[src/hdl/hvr_pkg.sv]
// Shared types and constants for the heater valve regulator.
// No dependencies; used by hvr_div and heater_valve_regulator_top.

package hvr_pkg;

  // Shared divider: unsigned magnitude dividend and divisor widths
  localparam int DVD_W  = 34;
  localparam int DVS_W  = 15;
  localparam int DIV_ITER = DVD_W / 2;   // two quotient bits per cycle
  localparam int CNT_W  = $clog2(DIV_ITER);

  // Shared multiplier and angle accumulator widths
  localparam int MUL_W  = 19;
  localparam int PROD_W = 2 * MUL_W;
  localparam int ACC_W  = 24;

  // Fixed scale factors and hysteresis bands
  localparam int SCALE_MILLI = 1000;
  localparam logic [DVS_W-1:0] DIV_MILLI = 15'd1000;
  localparam logic [DVS_W-1:0] DIV_CENTI = 15'd100;
  localparam logic signed [16:0] BAND_HEAT = 17'sd200;
  localparam logic signed [16:0] BAND_COOL = 17'sd250;
  localparam logic signed [16:0] BAND_FAR  = 17'sd500;

  // Coil indicator codes
  typedef enum logic [1:0] {
    IND_NONE  = 2'd0,
    IND_STEADY = 2'd1,
    IND_BLINK = 2'd2
  } coil_ind_e;

  // Configuration register indexes
  typedef enum logic [2:0] {
    CFG_WINTER_MODE  = 3'd0,
    CFG_GAIN         = 3'd1,
    CFG_VALVE_LOW    = 3'd2,
    CFG_VALVE_HIGH   = 3'd3,
    CFG_DEAD_BAND    = 3'd4,
    CFG_INTEG_TICKS  = 3'd5,
    CFG_STOP_TARGET  = 3'd6,
    CFG_OUTDOOR_MIN  = 3'd7
  } cfg_idx_e;

  // Sequencer states
  typedef enum logic [4:0] {
    ST_IDLE,
    ST_PREP,
    ST_KW,
    ST_FMUL,
    ST_FDIV,
    ST_FW,
    ST_BRANCH,
    ST_CMUL,
    ST_CDIV,
    ST_CW,
    ST_SMUL,
    ST_SDIV,
    ST_SW,
    ST_RCHK,
    ST_EW,
    ST_STOP1,
    ST_STOP2,
    ST_STOP3,
    ST_STOP4,
    ST_DONE
  } state_e;

endpackage

[src/hdl/heater_valve_regulator_top.sv]
// Heater valve regulator: one tick per input transaction, sequenced over a
// shared multiplier and the shared divider hvr_div. Depends on hvr_pkg, hvr_div.
// A proportional update takes up to four divider passes; the floor slope and floor
// passes run only when outdoor is below the no-limit temperature. s_tready_o is
// low until the result is loaded, so a new tick is taken only after the last one
// has been handed on. Reset (async, active low) loads register defaults,
// angle = 50, timers 0.

module heater_valve_regulator_top #(
  parameter int NO_LIMIT_TEMP   = 1000,
  parameter int FLOOR_SPAN      = 100,
  parameter int STOP_HOLD_TICKS = 60
) (
  input  logic        clk_i,
  input  logic        rst_ni,
  // Input ticks
  input  logic        s_tvalid_i,
  output logic        s_tready_o,
  // [14:0] setpoint_temp, [29:15] room_temp, [44:30] outdoor_temp,
  // [59:45] water_out_temp, [74:60] water_in_temp, [79:75] zero
  input  logic [79:0] s_tdata_i,
  // [0] unit_stopped
  input  logic        s_tuser_i,
  // Results
  output logic        m_tvalid_o,
  input  logic        m_tready_i,
  // [7:0] valve_angle, [8] pump_on, [10:9] coil_indicator, [11] regulated,
  // [15:12] zero
  output logic [15:0] m_tdata_o,
  // Configuration writes
  input  logic        cfg_we_i,
  input  logic [2:0]  cfg_addr_i,
  input  logic [15:0] cfg_wdata_i
);

  localparam int ACC_W = hvr_pkg::ACC_W;
  localparam logic [hvr_pkg::DVD_W-1:0] K_NUM =
    hvr_pkg::DVD_W'(FLOOR_SPAN * hvr_pkg::SCALE_MILLI);
  localparam logic signed [16:0] NL_TEMP = 17'(NO_LIMIT_TEMP);
  localparam logic [15:0] HOLD_TICKS = 16'(STOP_HOLD_TICKS);

  // Range check: raise to valve_low, then floor, else cap at valve_high
  function automatic logic [7:0] check_range(input logic signed [ACC_W-1:0] a,
                                             input logic [7:0] fl,
                                             input logic [7:0] vl,
                                             input logic [7:0] vh);
    logic signed [ACC_W-1:0] b;
    logic [7:0]              r;
    b = (a <= $signed({{(ACC_W-8){1'b0}}, vl})) ? $signed({{(ACC_W-8){1'b0}}, vl}) : a;
    if (b < $signed({{(ACC_W-8){1'b0}}, fl})) begin
      r = fl;
    end else if (b >= $signed({{(ACC_W-8){1'b0}}, vh})) begin
      r = vh;
    end else begin
      r = b[7:0];
    end
    return r;
  endfunction

  function automatic logic [7:0] sat8(input logic signed [ACC_W-1:0] a);
    logic [7:0] r;
    if (a < 0) begin
      r = 8'd0;
    end else if (a > $signed(ACC_W'(255))) begin
      r = 8'd255;
    end else begin
      r = a[7:0];
    end
    return r;
  endfunction

  // Control and configuration registers
  hvr_pkg::state_e state_q, state_d;
  logic        winter_q;
  logic [13:0] gain_q;
  logic [7:0]  vlow_q;
  logic [7:0]  vhigh_q;
  logic [14:0] dead_band_q;
  logic [15:0] integ_ticks_q;
  logic signed [14:0] stop_target_q;
  logic signed [13:0] outdoor_min_q;
  logic [7:0]  angle_q, angle_d;
  logic        pump_q, pump_d;
  logic [15:0] period_q, period_d;
  logic [15:0] stop_q, stop_d;
  logic        m_valid_q, m_valid_d;

  // Datapath registers
  logic signed [14:0] set_q, room_q, outdoor_q, wout_q, win_q;
  logic        stopped_q;
  logic [17:0] k_q, k_d;
  logic signed [hvr_pkg::PROD_W-1:0] prod_q, prod_d;
  logic [7:0]  floor_q, floor_d;
  logic signed [13:0] coef_q, coef_d;
  logic signed [9:0]  estop_q, estop_d;
  logic signed [ACC_W-1:0] acc_q, acc_d;
  logic        neg_q, neg_d;
  logic [1:0]  ind_q, ind_d;
  logic        reg_q, reg_d;
  logic [15:0] m_data_q, m_data_d;

  // Shared units
  logic signed [hvr_pkg::MUL_W-1:0] mul_a, mul_b;
  logic                        div_start;
  logic [hvr_pkg::DVD_W-1:0]   div_dvd;
  logic [hvr_pkg::DVS_W-1:0]   div_dvs;
  logic                        div_done;
  logic [hvr_pkg::DVD_W-1:0]   div_quot;

  // Derived values
  logic                     accept;
  logic [13:0]              omin_abs;
  logic [14:0]              lim;
  logic signed [16:0]       out17, wout17, tgt17, nl_diff;
  logic signed [15:0]       err, tw_diff;
  logic [15:0]              err_mag;
  logic                     cold, in_range, st_zero;
  logic                     c_heat, c_cool, c_far, c_deep;
  logic signed [8:0]        span;
  logic [hvr_pkg::PROD_W-1:0] prod_abs;
  logic [8:0]               floor_sum;
  logic [ACC_W-1:0]         step_mag;
  logic [13:0]              coef_mag;
  logic [9:0]               estop_mag;

  assign accept     = s_tvalid_i && s_tready_o;
  assign s_tready_o = (state_q == hvr_pkg::ST_IDLE);
  assign m_tvalid_o = m_valid_q;
  assign m_tdata_o  = m_data_q;

  assign omin_abs = outdoor_min_q[13] ? 14'(-outdoor_min_q) : 14'(outdoor_min_q);
  assign lim      = {1'b0, omin_abs} + 15'(NO_LIMIT_TEMP);
  assign out17    = 17'(outdoor_q);
  assign wout17   = 17'(wout_q);
  assign tgt17    = 17'(stop_target_q);
  assign nl_diff  = NL_TEMP - out17;
  assign cold     = out17 < NL_TEMP;
  assign err      = 16'(set_q) - 16'(room_q);
  assign err_mag  = err[15] ? 16'(-err) : 16'(err);
  assign tw_diff  = 16'(stop_target_q) - 16'(wout_q);
  assign in_range = (angle_q >= vlow_q) && (angle_q <= vhigh_q);
  assign st_zero  = (stop_q == 16'd0);
  assign c_heat   = (wout17 <= tgt17 - hvr_pkg::BAND_HEAT) && st_zero;
  assign c_cool   = (wout17 > tgt17 + hvr_pkg::BAND_COOL) && st_zero;
  assign c_far    = wout17 >= tgt17 + hvr_pkg::BAND_FAR;
  assign c_deep   = wout17 < tgt17 - hvr_pkg::BAND_FAR;
  assign span     = $signed({1'b0, vhigh_q}) - $signed({1'b0, vlow_q});
  assign prod_abs = prod_q[hvr_pkg::PROD_W-1] ? hvr_pkg::PROD_W'(-prod_q)
                                              : hvr_pkg::PROD_W'(prod_q);
  assign floor_sum = {1'b0, vlow_q} + {1'b0, div_quot[7:0]};
  assign step_mag  = {1'b0, div_quot[ACC_W-2:0]};
  assign coef_mag  = {1'b0, div_quot[12:0]};
  assign estop_mag = {1'b0, div_quot[8:0]};

  hvr_div u_div (
    .clk_i      (clk_i),
    .rst_ni     (rst_ni),
    .start_i    (div_start),
    .dividend_i (div_dvd),
    .divisor_i  (div_dvs),
    .done_o     (div_done),
    .quotient_o (div_quot)
  );

  // Multiplier operand select
  always_comb begin
    mul_a = '0;
    mul_b = '0;
    case (state_q)
      hvr_pkg::ST_FMUL: begin
        mul_a = hvr_pkg::MUL_W'(nl_diff);
        mul_b = $signed({1'b0, k_q});
      end
      hvr_pkg::ST_CMUL: begin
        mul_a = $signed({5'b0, gain_q});
        mul_b = hvr_pkg::MUL_W'(span);
      end
      hvr_pkg::ST_SMUL: begin
        mul_a = hvr_pkg::MUL_W'(err);
        mul_b = hvr_pkg::MUL_W'(coef_q);
      end
      default: begin
        mul_a = '0;
        mul_b = '0;
      end
    endcase
  end

  // Sequencer: next state and datapath updates
  always_comb begin
    state_d   = state_q;
    angle_d   = angle_q;
    pump_d    = pump_q;
    period_d  = period_q;
    stop_d    = stop_q;
    m_valid_d = m_valid_q;
    m_data_d  = m_data_q;
    k_d       = k_q;
    prod_d    = prod_q;
    floor_d   = floor_q;
    coef_d    = coef_q;
    estop_d   = estop_q;
    acc_d     = acc_q;
    neg_d     = neg_q;
    ind_d     = ind_q;
    reg_d     = reg_q;
    div_start = 1'b0;
    div_dvd   = '0;
    div_dvs   = '0;

    if (m_valid_q && m_tready_i) begin
      m_valid_d = 1'b0;
    end

    case (state_q)
      hvr_pkg::ST_IDLE: begin
        if (accept) begin
          state_d = hvr_pkg::ST_PREP;
        end
      end

      // Timer decrement and choice of path
      hvr_pkg::ST_PREP: begin
        ind_d = hvr_pkg::IND_NONE;
        reg_d = 1'b0;
        if (!winter_q) begin
          state_d = hvr_pkg::ST_DONE;
        end else begin
          period_d = period_q - 16'(period_q != 16'd0);
          stop_d   = stop_q - 16'(stop_q != 16'd0);
          if (!stopped_q && period_d != 16'd0) begin
            state_d = hvr_pkg::ST_DONE;
          end else if (!cold) begin
            floor_d = 8'd0;
            state_d = hvr_pkg::ST_BRANCH;
          end else if (lim == '0) begin
            k_d     = '0;
            state_d = hvr_pkg::ST_FMUL;
          end else begin
            div_start = 1'b1;
            div_dvd   = K_NUM;
            div_dvs   = lim;
            state_d   = hvr_pkg::ST_KW;
          end
        end
      end

      // Floor slope k
      hvr_pkg::ST_KW: begin
        if (div_done) begin
          k_d     = div_quot[17:0];
          state_d = hvr_pkg::ST_FMUL;
        end
      end

      hvr_pkg::ST_FMUL: begin
        prod_d  = mul_a * mul_b;
        state_d = hvr_pkg::ST_FDIV;
      end

      hvr_pkg::ST_FDIV: begin
        div_start = 1'b1;
        div_dvd   = prod_abs[hvr_pkg::DVD_W-1:0];
        div_dvs   = hvr_pkg::DIV_MILLI;
        state_d   = hvr_pkg::ST_FW;
      end

      // Floor saturates at full scale
      hvr_pkg::ST_FW: begin
        if (div_done) begin
          floor_d = (|div_quot[hvr_pkg::DVD_W-1:8] || floor_sum[8]) ? 8'd255
                                                                     : floor_sum[7:0];
          state_d = hvr_pkg::ST_BRANCH;
        end
      end

      hvr_pkg::ST_BRANCH: begin
        if (stopped_q) begin
          div_start = 1'b1;
          div_dvd   = hvr_pkg::DVD_W'(tw_diff[15] ? 16'(-tw_diff) : 16'(tw_diff));
          div_dvs   = hvr_pkg::DIV_CENTI;
          neg_d     = tw_diff[15];
          state_d   = hvr_pkg::ST_EW;
        end else begin
          reg_d = 1'b1;
          if (err_mag > {1'b0, dead_band_q} && in_range) begin
            state_d = hvr_pkg::ST_CMUL;
          end else begin
            acc_d   = ACC_W'(angle_q);
            state_d = hvr_pkg::ST_RCHK;
          end
        end
      end

      // Step coefficient gain * span / 1000
      hvr_pkg::ST_CMUL: begin
        prod_d  = mul_a * mul_b;
        state_d = hvr_pkg::ST_CDIV;
      end

      hvr_pkg::ST_CDIV: begin
        div_start = 1'b1;
        div_dvd   = prod_abs[hvr_pkg::DVD_W-1:0];
        div_dvs   = hvr_pkg::DIV_MILLI;
        neg_d     = prod_q[hvr_pkg::PROD_W-1];
        state_d   = hvr_pkg::ST_CW;
      end

      hvr_pkg::ST_CW: begin
        if (div_done) begin
          coef_d  = neg_q ? $signed(-coef_mag) : $signed(coef_mag);
          state_d = hvr_pkg::ST_SMUL;
        end
      end

      // Proportional step err * coef / 100
      hvr_pkg::ST_SMUL: begin
        prod_d  = mul_a * mul_b;
        state_d = hvr_pkg::ST_SDIV;
      end

      hvr_pkg::ST_SDIV: begin
        div_start = 1'b1;
        div_dvd   = prod_abs[hvr_pkg::DVD_W-1:0];
        div_dvs   = hvr_pkg::DIV_CENTI;
        neg_d     = prod_q[hvr_pkg::PROD_W-1];
        state_d   = hvr_pkg::ST_SW;
      end

      hvr_pkg::ST_SW: begin
        if (div_done) begin
          acc_d   = $signed(ACC_W'(angle_q)) + (neg_q ? $signed(-step_mag)
                                                      : $signed(step_mag));
          state_d = hvr_pkg::ST_RCHK;
        end
      end

      // End of a proportional period
      hvr_pkg::ST_RCHK: begin
        angle_d  = check_range(acc_q, floor_q, vlow_q, vhigh_q);
        period_d = integ_ticks_q;
        state_d  = hvr_pkg::ST_DONE;
      end

      // Stop-mode correction (target - return) / 100
      hvr_pkg::ST_EW: begin
        if (div_done) begin
          estop_d = neg_q ? $signed(-estop_mag) : $signed(estop_mag);
          state_d = hvr_pkg::ST_STOP1;
        end
      end

      hvr_pkg::ST_STOP1: begin
        acc_d   = ACC_W'(check_range(ACC_W'(angle_q), floor_q, vlow_q, vhigh_q));
        state_d = hvr_pkg::ST_STOP2;
      end

      hvr_pkg::ST_STOP2: begin
        if (c_heat) begin
          acc_d = acc_q + ACC_W'(estop_q);
        end else if (c_cool) begin
          acc_d = ACC_W'(check_range(acc_q, floor_q, vlow_q, vhigh_q));
        end
        state_d = hvr_pkg::ST_STOP3;
      end

      hvr_pkg::ST_STOP3: begin
        if (c_heat) begin
          acc_d = ACC_W'(check_range(acc_q, floor_q, vlow_q, vhigh_q));
        end else if (c_cool && c_far) begin
          acc_d = acc_q + ACC_W'(estop_q);
        end
        state_d = hvr_pkg::ST_STOP4;
      end

      // Pump, indicator and hold timer
      hvr_pkg::ST_STOP4: begin
        angle_d = sat8(acc_q);
        if (c_heat) begin
          stop_d = HOLD_TICKS;
          if (c_deep) begin
            ind_d  = hvr_pkg::IND_BLINK;
            pump_d = 1'b1;
          end else begin
            ind_d  = hvr_pkg::IND_STEADY;
            pump_d = 1'b0;
          end
        end else if (c_cool) begin
          stop_d = HOLD_TICKS;
          if (pump_q) begin
            ind_d  = hvr_pkg::IND_STEADY;
            pump_d = 1'b0;
          end
        end else if (st_zero) begin
          stop_d = HOLD_TICKS;
          if (win_q >= stop_target_q) begin
            pump_d = 1'b0;
          end
        end
        state_d = hvr_pkg::ST_DONE;
      end

      // Hand the result to the output register
      hvr_pkg::ST_DONE: begin
        if (!m_valid_q || m_tready_i) begin
          m_valid_d = 1'b1;
          m_data_d  = {4'b0, reg_q, ind_q, pump_q, angle_q};
          state_d   = hvr_pkg::ST_IDLE;
        end
      end

      default: begin
        state_d = hvr_pkg::ST_IDLE;
      end
    endcase
  end

  // Control state and configuration
  always_ff @(posedge clk_i or negedge rst_ni) begin
    if (!rst_ni) begin
      state_q       <= hvr_pkg::ST_IDLE;
      winter_q      <= 1'b1;
      gain_q        <= 14'd100;
      vlow_q        <= 8'd50;
      vhigh_q       <= 8'd250;
      dead_band_q   <= 15'd100;
      integ_ticks_q <= 16'd10;
      stop_target_q <= 15'sd2500;
      outdoor_min_q <= -14'sd3000;
      angle_q       <= 8'd50;
      pump_q        <= 1'b0;
      period_q      <= 16'd0;
      stop_q        <= 16'd0;
      m_valid_q     <= 1'b0;
    end else begin
      state_q   <= state_d;
      angle_q   <= angle_d;
      pump_q    <= pump_d;
      period_q  <= period_d;
      stop_q    <= stop_d;
      m_valid_q <= m_valid_d;
      if (cfg_we_i) begin
        case (hvr_pkg::cfg_idx_e'(cfg_addr_i))
          hvr_pkg::CFG_WINTER_MODE: winter_q      <= cfg_wdata_i[0];
          hvr_pkg::CFG_GAIN:        gain_q        <= cfg_wdata_i[13:0];
          hvr_pkg::CFG_VALVE_LOW:   vlow_q        <= cfg_wdata_i[7:0];
          hvr_pkg::CFG_VALVE_HIGH:  vhigh_q       <= cfg_wdata_i[7:0];
          hvr_pkg::CFG_DEAD_BAND:   dead_band_q   <= cfg_wdata_i[14:0];
          hvr_pkg::CFG_INTEG_TICKS: integ_ticks_q <= cfg_wdata_i;
          hvr_pkg::CFG_STOP_TARGET: stop_target_q <= cfg_wdata_i[14:0];
          hvr_pkg::CFG_OUTDOOR_MIN: outdoor_min_q <= cfg_wdata_i[13:0];
          default: ;
        endcase
      end
    end
  end

  // Payload and datapath registers
  always_ff @(posedge clk_i) begin
    if (accept) begin
      set_q     <= s_tdata_i[14:0];
      room_q    <= s_tdata_i[29:15];
      outdoor_q <= s_tdata_i[44:30];
      wout_q    <= s_tdata_i[59:45];
      win_q     <= s_tdata_i[74:60];
      stopped_q <= s_tuser_i;
    end
    k_q      <= k_d;
    prod_q   <= prod_d;
    floor_q  <= floor_d;
    coef_q   <= coef_d;
    estop_q  <= estop_d;
    acc_q    <= acc_d;
    neg_q    <= neg_d;
    ind_q    <= ind_d;
    reg_q    <= reg_d;
    m_data_q <= m_data_d;
  end

endmodule

[src/hdl/hvr_div.sv]
// Shared iterative unsigned divider, two quotient bits per cycle.
// Depends on hvr_pkg for operand widths and iteration count.

module hvr_div (
  input  logic                       clk_i,
  input  logic                       rst_ni,
  input  logic                       start_i,
  input  logic [hvr_pkg::DVD_W-1:0]  dividend_i,
  input  logic [hvr_pkg::DVS_W-1:0]  divisor_i,
  output logic                       done_o,
  output logic [hvr_pkg::DVD_W-1:0]  quotient_o
);

  logic                        busy_q, busy_d;
  logic                        done_q, done_d;
  logic [hvr_pkg::CNT_W-1:0]   cnt_q, cnt_d;
  logic [hvr_pkg::DVS_W-1:0]   rem_q, rem_d;
  logic [hvr_pkg::DVD_W-1:0]   quo_q, quo_d;
  logic [hvr_pkg::DVS_W-1:0]   dvs_q, dvs_d;

  logic [hvr_pkg::DVS_W-1:0]   rem_v;
  logic [hvr_pkg::DVD_W-1:0]   quo_v;
  logic [hvr_pkg::DVS_W:0]     trial;

  // Two restoring steps per cycle
  always_comb begin
    rem_v = rem_q;
    quo_v = quo_q;
    trial = '0;
    for (int i = 0; i < 2; i++) begin
      trial = {rem_v, quo_v[hvr_pkg::DVD_W-1]};
      quo_v = {quo_v[hvr_pkg::DVD_W-2:0], 1'b0};
      if (trial >= {1'b0, dvs_q}) begin
        trial    = trial - {1'b0, dvs_q};
        quo_v[0] = 1'b1;
      end
      rem_v = trial[hvr_pkg::DVS_W-1:0];
    end
  end

  // Sequencing of one division
  always_comb begin
    busy_d = busy_q;
    done_d = 1'b0;
    cnt_d  = cnt_q;
    rem_d  = rem_q;
    quo_d  = quo_q;
    dvs_d  = dvs_q;
    if (start_i) begin
      busy_d = 1'b1;
      cnt_d  = hvr_pkg::CNT_W'(hvr_pkg::DIV_ITER - 1);
      rem_d  = '0;
      quo_d  = dividend_i;
      dvs_d  = divisor_i;
    end else if (busy_q) begin
      rem_d = rem_v;
      quo_d = quo_v;
      if (cnt_q == '0) begin
        busy_d = 1'b0;
        done_d = 1'b1;
      end else begin
        cnt_d = cnt_q - 1'b1;
      end
    end
  end

  always_ff @(posedge clk_i or negedge rst_ni) begin
    if (!rst_ni) begin
      busy_q <= 1'b0;
      done_q <= 1'b0;
      cnt_q  <= '0;
    end else begin
      busy_q <= busy_d;
      done_q <= done_d;
      cnt_q  <= cnt_d;
    end
  end

  always_ff @(posedge clk_i) begin
    rem_q <= rem_d;
    quo_q <= quo_d;
    dvs_q <= dvs_d;
  end

  assign done_o     = done_q;
  assign quotient_o = quo_q;

endmodule

[config.mk]
export PLATFORM = sky130hd
export DESIGN_NAME = heater_valve_regulator_top
export DESIGN_NICKNAME = d
export VERILOG_FILES = /design/src/hdl/hvr_pkg.sv /design/src/hdl/heater_valve_regulator_top.sv /design/src/hdl/hvr_div.sv
export SDC_FILE = /design/constraint.sdc
export NUM_CORES = 2
export LEC_CHECK = 0
export BUFFER_PORTS_ARGS = -buffer_cell sky130_fd_sc_hd__buf_2
export CAP_MARGIN = 10
export CORE_MARGIN = 2
export CORE_UTILIZATION = 65
export DETAILED_ROUTE_END_ITERATION = 10
export PLACE_DENSITY = 0.85
export SLEW_MARGIN = 15
export SYNTH_ARGS = -nofsm -noshare
export SYNTH_HDL_FRONTEND = slang
export SYNTH_HIERARCHICAL = 1
export SYNTH_SLANG_ARGS = --single-unit
[constraint.sdc]
create_clock -name clk_i -period 14.34 [get_ports clk_i]
set_input_delay 2.868 -clock clk_i [delete_from_list [all_inputs] [get_ports clk_i]]
set_output_delay 2.868 -clock clk_i [all_outputs]
set_load 0.02 [all_outputs]
# After elaboration in Yosys (flattened, before gate mapping)

Index checks and enable logic that the tools add are counted.

Output and inout bits: 18
Register bits: 413
Logic and storage cells: 297
Bits of input ports: 105

$lt $le $gt $ge: 19
Multiply operators: 1
$add $sub $neg: 24
Multiplexer cells: 109
Reduce and logical (&&, ||, !) cells: 59
Eq/ne operators: 47

Operators with widths:

| cell                                                                  | count |
|---|---|
| 24-bit two-way mux                                                    | 9 |
| 34-bit two-way mux                                                    | 5 |
| 24-bit one-hot mux with 5 select lines                                | 1 |
| 19-bit one-hot mux with 3 select lines                                | 2 |
| 34-bit one-hot mux with 3 select lines                                | 1 |
| 16-bit two-way mux                                                    | 6 |
| 8-bit two-way mux                                                     | 12 |
| 5-bit one-hot mux with 19 select lines                                | 1 |
| 15-bit two-way mux                                                    | 6 |
| 18-bit two-way mux                                                    | 5 |
| 17-bit two-way mux                                                    | 4 |
| 16-bit one-hot mux with 2 select lines                                | 2 |
| 5-bit two-way mux                                                     | 12 |
| 15-bit one-hot mux with 4 select lines                                | 1 |
| 16-bit nonzero test                                                   | 3 |
| 5-bit by 4-bit equality test with 1-bit output, second input constant | 8 |
| 19-bit by 19-bit multiplier with 38-bit output                        | 1 |
| 18-bit one-hot mux with 2 select lines                                | 1 |
| 34-bit negation                                                       | 1 |
| 16-bit by 15-bit >= comparator with 1-bit output                      | 2 |
| 16-bit negation                                                       | 2 |
| 8-bit one-hot mux with 2 select lines                                 | 2 |
| 15-bit by 15-bit subtractor with 16-bit output                        | 2 |
| 16-bit by 1-bit subtractor with 16-bit output                         | 2 |
| 71 further kinds                                                      | 168 |

# Depth between registers and ports, before layout

Word-level depth: 11
Gate-level depth with buffers: 36
Mapped depth without buffers: 34

# Cells and area by module

Netlist, hierarchy kept.

Modules (own cells, without submodules):

| module                     | area each (sq um) | cells an instance | instances |
|---|---|---|---|
| heater_valve_regulator_top | 36806.6           | 3885              | 1 |
| hvr_div                    | 4616.9            | 432               | 1 |

# Worst setup path before layout

Ideal clock, no wire load.

Kind: register to register
From: reg vlow_q[0]
To: reg prod_q[31] in the netlist's numbering (data pin)
Setup time: 0.256 ns
Data arrival time: 8.641 ns
Period minus slack after synthesis: 8.897 ns
Slack: 5.443 ns
Cell stages (with the launch flop): 35
Path buffers: 2
Cell sequence: dfrtp_1 -> ha_1 -> fa_1 -> nor2b_1 -> o21ai_0 -> a21oi_1 -> o21ai_0 -> a21boi_1 -> o21ai_0 -> and2_1 -> clkbuf_1 -> a221oi_1 -> clkbuf_1 -> nor2_1 -> fa_1 -> inv_1 -> fa_1 -> fa_1 -> inv_1 -> fa_1 -> fa_1 -> fa_1 -> inv_1 -> fa_1 -> inv_1 -> ha_1 -> a21oi_1 -> o22ai_1 -> nor2_1 -> o31ai_1 -> or4_1 -> a31oi_1 -> nor2_1 -> or4_1 -> and4_1

Word-level cells in the longest chain between the ends: 3

Ends and longest elaborated chain:

| what                                           | RTL line                                                                                                | source |
|---|---|---|
| from (decl)                                    | heater_valve_regulator_top.sv:76                                                                        | `logic [7:0] vlow_q;` |
| from (signal assigned)                         | heater_valve_regulator_top.sv:446                                                                       | `hvr_pkg::CFG_VALVE_LOW: vlow_q <= cfg_wdata_i[7:0];` |
| 8-bit by 8-bit subtractor with 9-bit output    | heater_valve_regulator_top.sv:147                                                                       | `assign span = $signed({1'b0, vhigh_q}) - $signed({1'b0, vlow_q});` |
| 19-bit one-hot mux with 3 select lines         | heater_valve_regulator_top.sv:169                                                                       | `case (state_q)` |
| 19-bit by 19-bit multiplier with 38-bit output | heater_valve_regulator_top.sv:257, heater_valve_regulator_top.sv:297, heater_valve_regulator_top.sv:318 |  |
| to (signal assigned)                           | heater_valve_regulator_top.sv:469                                                                       | `prod_q <= prod_d;` |
| to (decl)                                      | heater_valve_regulator_top.sv:92                                                                        | `logic signed [hvr_pkg::PROD_W-1:0] prod_q, prod_d;` |

No other way between the ends.
A chain may end at the register's enable or synchronous reset.

# Worst setup path in the final report

From: reg room_q[0]
To: reg prod_q[31] in the netlist's numbering (data pin)

Word-level cells in the longest chain between the ends: 3

Ends and longest elaborated chain:

| what                                           | RTL line                                                                                                | source |
|---|---|---|
| from (decl)                                    | heater_valve_regulator_top.sv:89                                                                        | `logic signed [14:0] set_q, room_q, outdoor_q, wout_q, win_q;` |
| from (signal assigned)                         | heater_valve_regulator_top.sv:462                                                                       | `room_q <= s_tdata_i[29:15];` |
| 15-bit by 15-bit subtractor with 16-bit output | heater_valve_regulator_top.sv:138                                                                       | `assign err = 16'(set_q) - 16'(room_q);` |
| 19-bit one-hot mux with 3 select lines         | heater_valve_regulator_top.sv:169                                                                       |  |
| 19-bit by 19-bit multiplier with 38-bit output | heater_valve_regulator_top.sv:257, heater_valve_regulator_top.sv:297, heater_valve_regulator_top.sv:318 |  |

No other way between the ends.

==> results by group <==
Status
  • Status: complete, no violations

Global route
  • First-pass GRT wire length: 174,400 um
  • Vias in the first global route: around 33,000
  • Largest net degree at the start of global routing: 87
  • Initial antenna violation count: 4
  • GRT overflow: 0
  • Tot GR Track Use: 33.20%

Routing
  • Wirelength per Cell: just over 20 um
  • Post-route DRC violation count: 0
  • DR vias/cell: 6.271
  • DRT Pass-1 Iters: 8
  • Remaining antenna violation count after routing: 0
  • Drt initial violations: 3,430
  • WL final: 108,500 um
  • Total number of vias: 32,990

Floorplan
  • DIE HEIGHT: 256.4 um
  • I/O Pins: ~120
  • Initial core utilization: 65.67%
  • Row count: 92
  • Die footprint: roughly 66,000 sq um
  • Die width: 256.4 um
  • Core area: 63,080 sq um

Finish
  • Final Util: 70.36%
  • Area Growth Syn to Fin: 7.140%
  • Share of layout cells above drive strength 1: 10.31%
  • Final-layout fill cell count: 4,561
  • Nets: between 5,000 and 6,000

Critical path
  • WS Path Type: reg2reg
  • Critical path data required time: 14.70 ns
  • Worst Setup End Kind: flop
  • Setup crit start kind: flop
  • Arr. time, crit path: 10.47 ns
  • Worst path bufs/invs: 3
  • Reg2Reg Launch Point: room_q[0]$_DFFE_PP_
  • Most frequent CP cell: fa_1
  • CP max FO: 10
  • Worst Reg-to-Reg Cells: 29
  • Internal reg-to-reg setup slack: 4.23 ns
  • Delay-heaviest family, CP: adder cells
  • RR Endpoint: prod_q[31]$_DFFE_PP_
  • Slowest cell on crit path: a311oi_1
  • Slowest stage delay, CP: 0.91 ns

Power and ir drop
  • Leakage power total: about 20 nW
  • Power Dens Cells: 209.5 nW/um^2
  • Max IR drop VDD: roughly 0.20 mV

Synthesis
  • Synth Cell Area: ~41,000 sq um
  • EDFF count, synth: 250
  • Post-synthesis simple-gate area fraction: 13.85%
  • Compound-Gate Fraction of Synth Area: around 14%
  • Top cell type's share of synthesized area: 18.12%
  • Unique masters post-synth: 111
  • Leading area contributor after synthesis: edfxtp_1
  • Largest family of logic cells by synthesized area: adder cells
  • Synthesized flop and latch total: 410
  • Ys async rst share: a little over a third
  • Post-synthesis mux area share: 4.440%
  • Seq/Total Area, Yosys: 27.70%
  • Syn avg cell area: 9.595 sq um
  • Top cells by area, synth: edfxtp_1 18%, fa_1 16%, ha_1 12%
  • Post-Synth XOR/XNOR Area: 6.174%
  • Post-Synth Adder-Cell Area: 27.90%
  • Ys Warns: 6
  • Post-Syn Instances: 4,317
  • Top_reg_cell synth: edfxtp_1

Place
  • Placer Congestion: 0.9638
  • Post-place setup slack: 4.239 ns
  • Number of port buffers: 113
  • Post-DP HPWL: around 84,000 um

Hold path
  • Hold Path Origin: ind_q[0]$_SDFFCE_PN0P_
  • Worst Hold Endpoint: m_tdata_o[9]$_DFFE_PP_
  • Worst min-delay path class: reg2reg
  • Worst hold stages: 0

Timing
  • Period utilisation layout: 70.53%
  • PnR worst setup slack: 4.227 ns
  • Final Critical Period: slightly above 10 ns
  • Hold Vio Cnt, Final: 0
  • Final setup TNS: 0 ns
  • Rel. slew slack: around 16%
  • RSZ-0062 raised after global routing: false
  • Final setup fails: 0
  • Fin Hold WS: 0.4241 ns
  • Worst-Margin Slew: 1.250 ns
  • Layout Skew: between 0.03 and 0.04 ns
  • Max frequency: 0.09888 GHz
  • Pins Over Slew Limit: 0

Clock network
  • Hold-fix buffers, CTS: 0
  • Skew-Pair Late Insertion Delay: 0.61 ns
  • Clock tree sinks: 410
  • CTS tree: done
  • Clk Tree Root Cell: clkbuf_16
  • Post-CTS sizing: 0
  • Htree depth: 2
  • TritonCTS Buffers: 46
  • Clock Pin Slew Worst Setup and Hold Paths: 0.06 ns
  • # Post-CTS Setup Buffers: 0
  • Max Buffers Root-to-Sink: 3

Run
  • Count of maximum capacitance violations: 0
## routing by layer
layer / vias to the layer above / GRT usage [%] / part of all wire [%]
li1: 15060 / - / -
met2: 1671 / 54.08 / 46
met5: - / 0 / 0.012
met4: 2 / 15.62 / 4.9
met3: 362 / 7.295 / 10
met1: 15890 / 42.40 / 38
## synth_stat cells, drive strengths merged, types with 31 or more instances
cell type / n
nand4: 40
a21o: 64
and2: 42
nor4: 37
or3: 31
a21oi: 189
nand3: 64
inv: 517
o21ai: 218
dfrtp: 114
a211oi: 32
fa: 338
o22ai: 42
clkbuf: 122
edfxtp: 250
mux2: 132
xor2: 111
nand2b: 44
xnor2: 181
dfstp: 31
nor2: 379
nor3: 63
o21a: 37
mux2i: 33
nor2b: 42
o211ai: 32
ha: 383
nand2: 357
## worst max path at each step
| stage | startpoint | endpoint | slack [ns] | depth (start not counted) |
|---|---|---|---|---|
| after floorplan | vlow_q[0]$_DFFE_PN0P_ | prod_q[31]$_DFFE_PP_ | 5.44 | 34 |
| after global placement | set_q[3]$_DFFE_PP_ | prod_q[31]$_DFFE_PP_ | 4.39 | 26 |
| after detailed placement | room_q[1]$_DFFE_PP_ | prod_q[31]$_DFFE_PP_ | 4.24 | 27 |
| after CTS | room_q[1]$_DFFE_PP_ | prod_q[31]$_DFFE_PP_ | 4.24 | 27 |
| after global routing | room_q[1]$_DFFE_PP_ | prod_q[31]$_DFFE_PP_ | 3.45 | 27 |
| final | room_q[0]$_DFFE_PP_ | prod_q[31]$_DFFE_PP_ | 4.23 | 29 |
## report_power, final
part	switching [mW]	internal, mW	total [mW]
clock	0.525	0.706	1.23
combinational	3.52	2.38	5.90
sequential	0.424	1.74	2.17
## flip-flops by register name (all words and copies together), names as in the netlist, 16 cells and up
signal	flops
prod_q	35
k_q	18
period_q	16
u_div/quotient_o	34
stop_q	16
integ_ticks_q	16
acc_q	24
## placed cells by master (no fill, tap or decap), types with 43 or more instances in the layout
master     instances
xnor2_1          181
edfxtp_1         250
a21o_1            63
dfrtp_1          114
nand3_1           62
inv_1            517
nor2_1           379
nor3_1            61
buf_2            112
ha_1             383
fa_1             338
o21ai_0          180
xor2_1           111
clkbuf_16         46
nand2b_1          43
a21oi_1          184
mux2_2           131
nand2_1          355
## final cells by class
class	instances	area (sq um)	share of cell area, %
Multi-Input combinational cell	3239	27430	61.79
Clock buffer	59	1230	2.771
Clock inverter	27	337.8	0.7612
Sequential cell	410	11470	25.86
Tap cell	846	1059	2.385
Inverter	523	1963	4.423
Timing Repair Buffer	155	887.1	1.999
Antenna cell	2	5.005	0.01128
## through the flow
stage / std cells / instance area (sq um) / power [mW]
6_report: 5261 / 44380 / 9.297
5_1_grt: 5260 / 44380 / 9.991
4_1_cts: 5259 / 44370 / 9.186
3_5_place_dp: 5173 / 42810 / 7.887
3_3_place_gp: 5173 / 42810 / 7.668
2_1_floorplan: 4321 / 41440 / 6.525
## cell families after synthesis
logic type	after synthesis
AND/OR/NAND/NOR	1207
other	1
adder cells (fa/ha/maj)	721
XOR/XNOR	292
multiplexers	166
buffers and inverters	672
flip-flops	410
AO/OA/AOI/OAI	848
(Power assumes the default switching activity.)
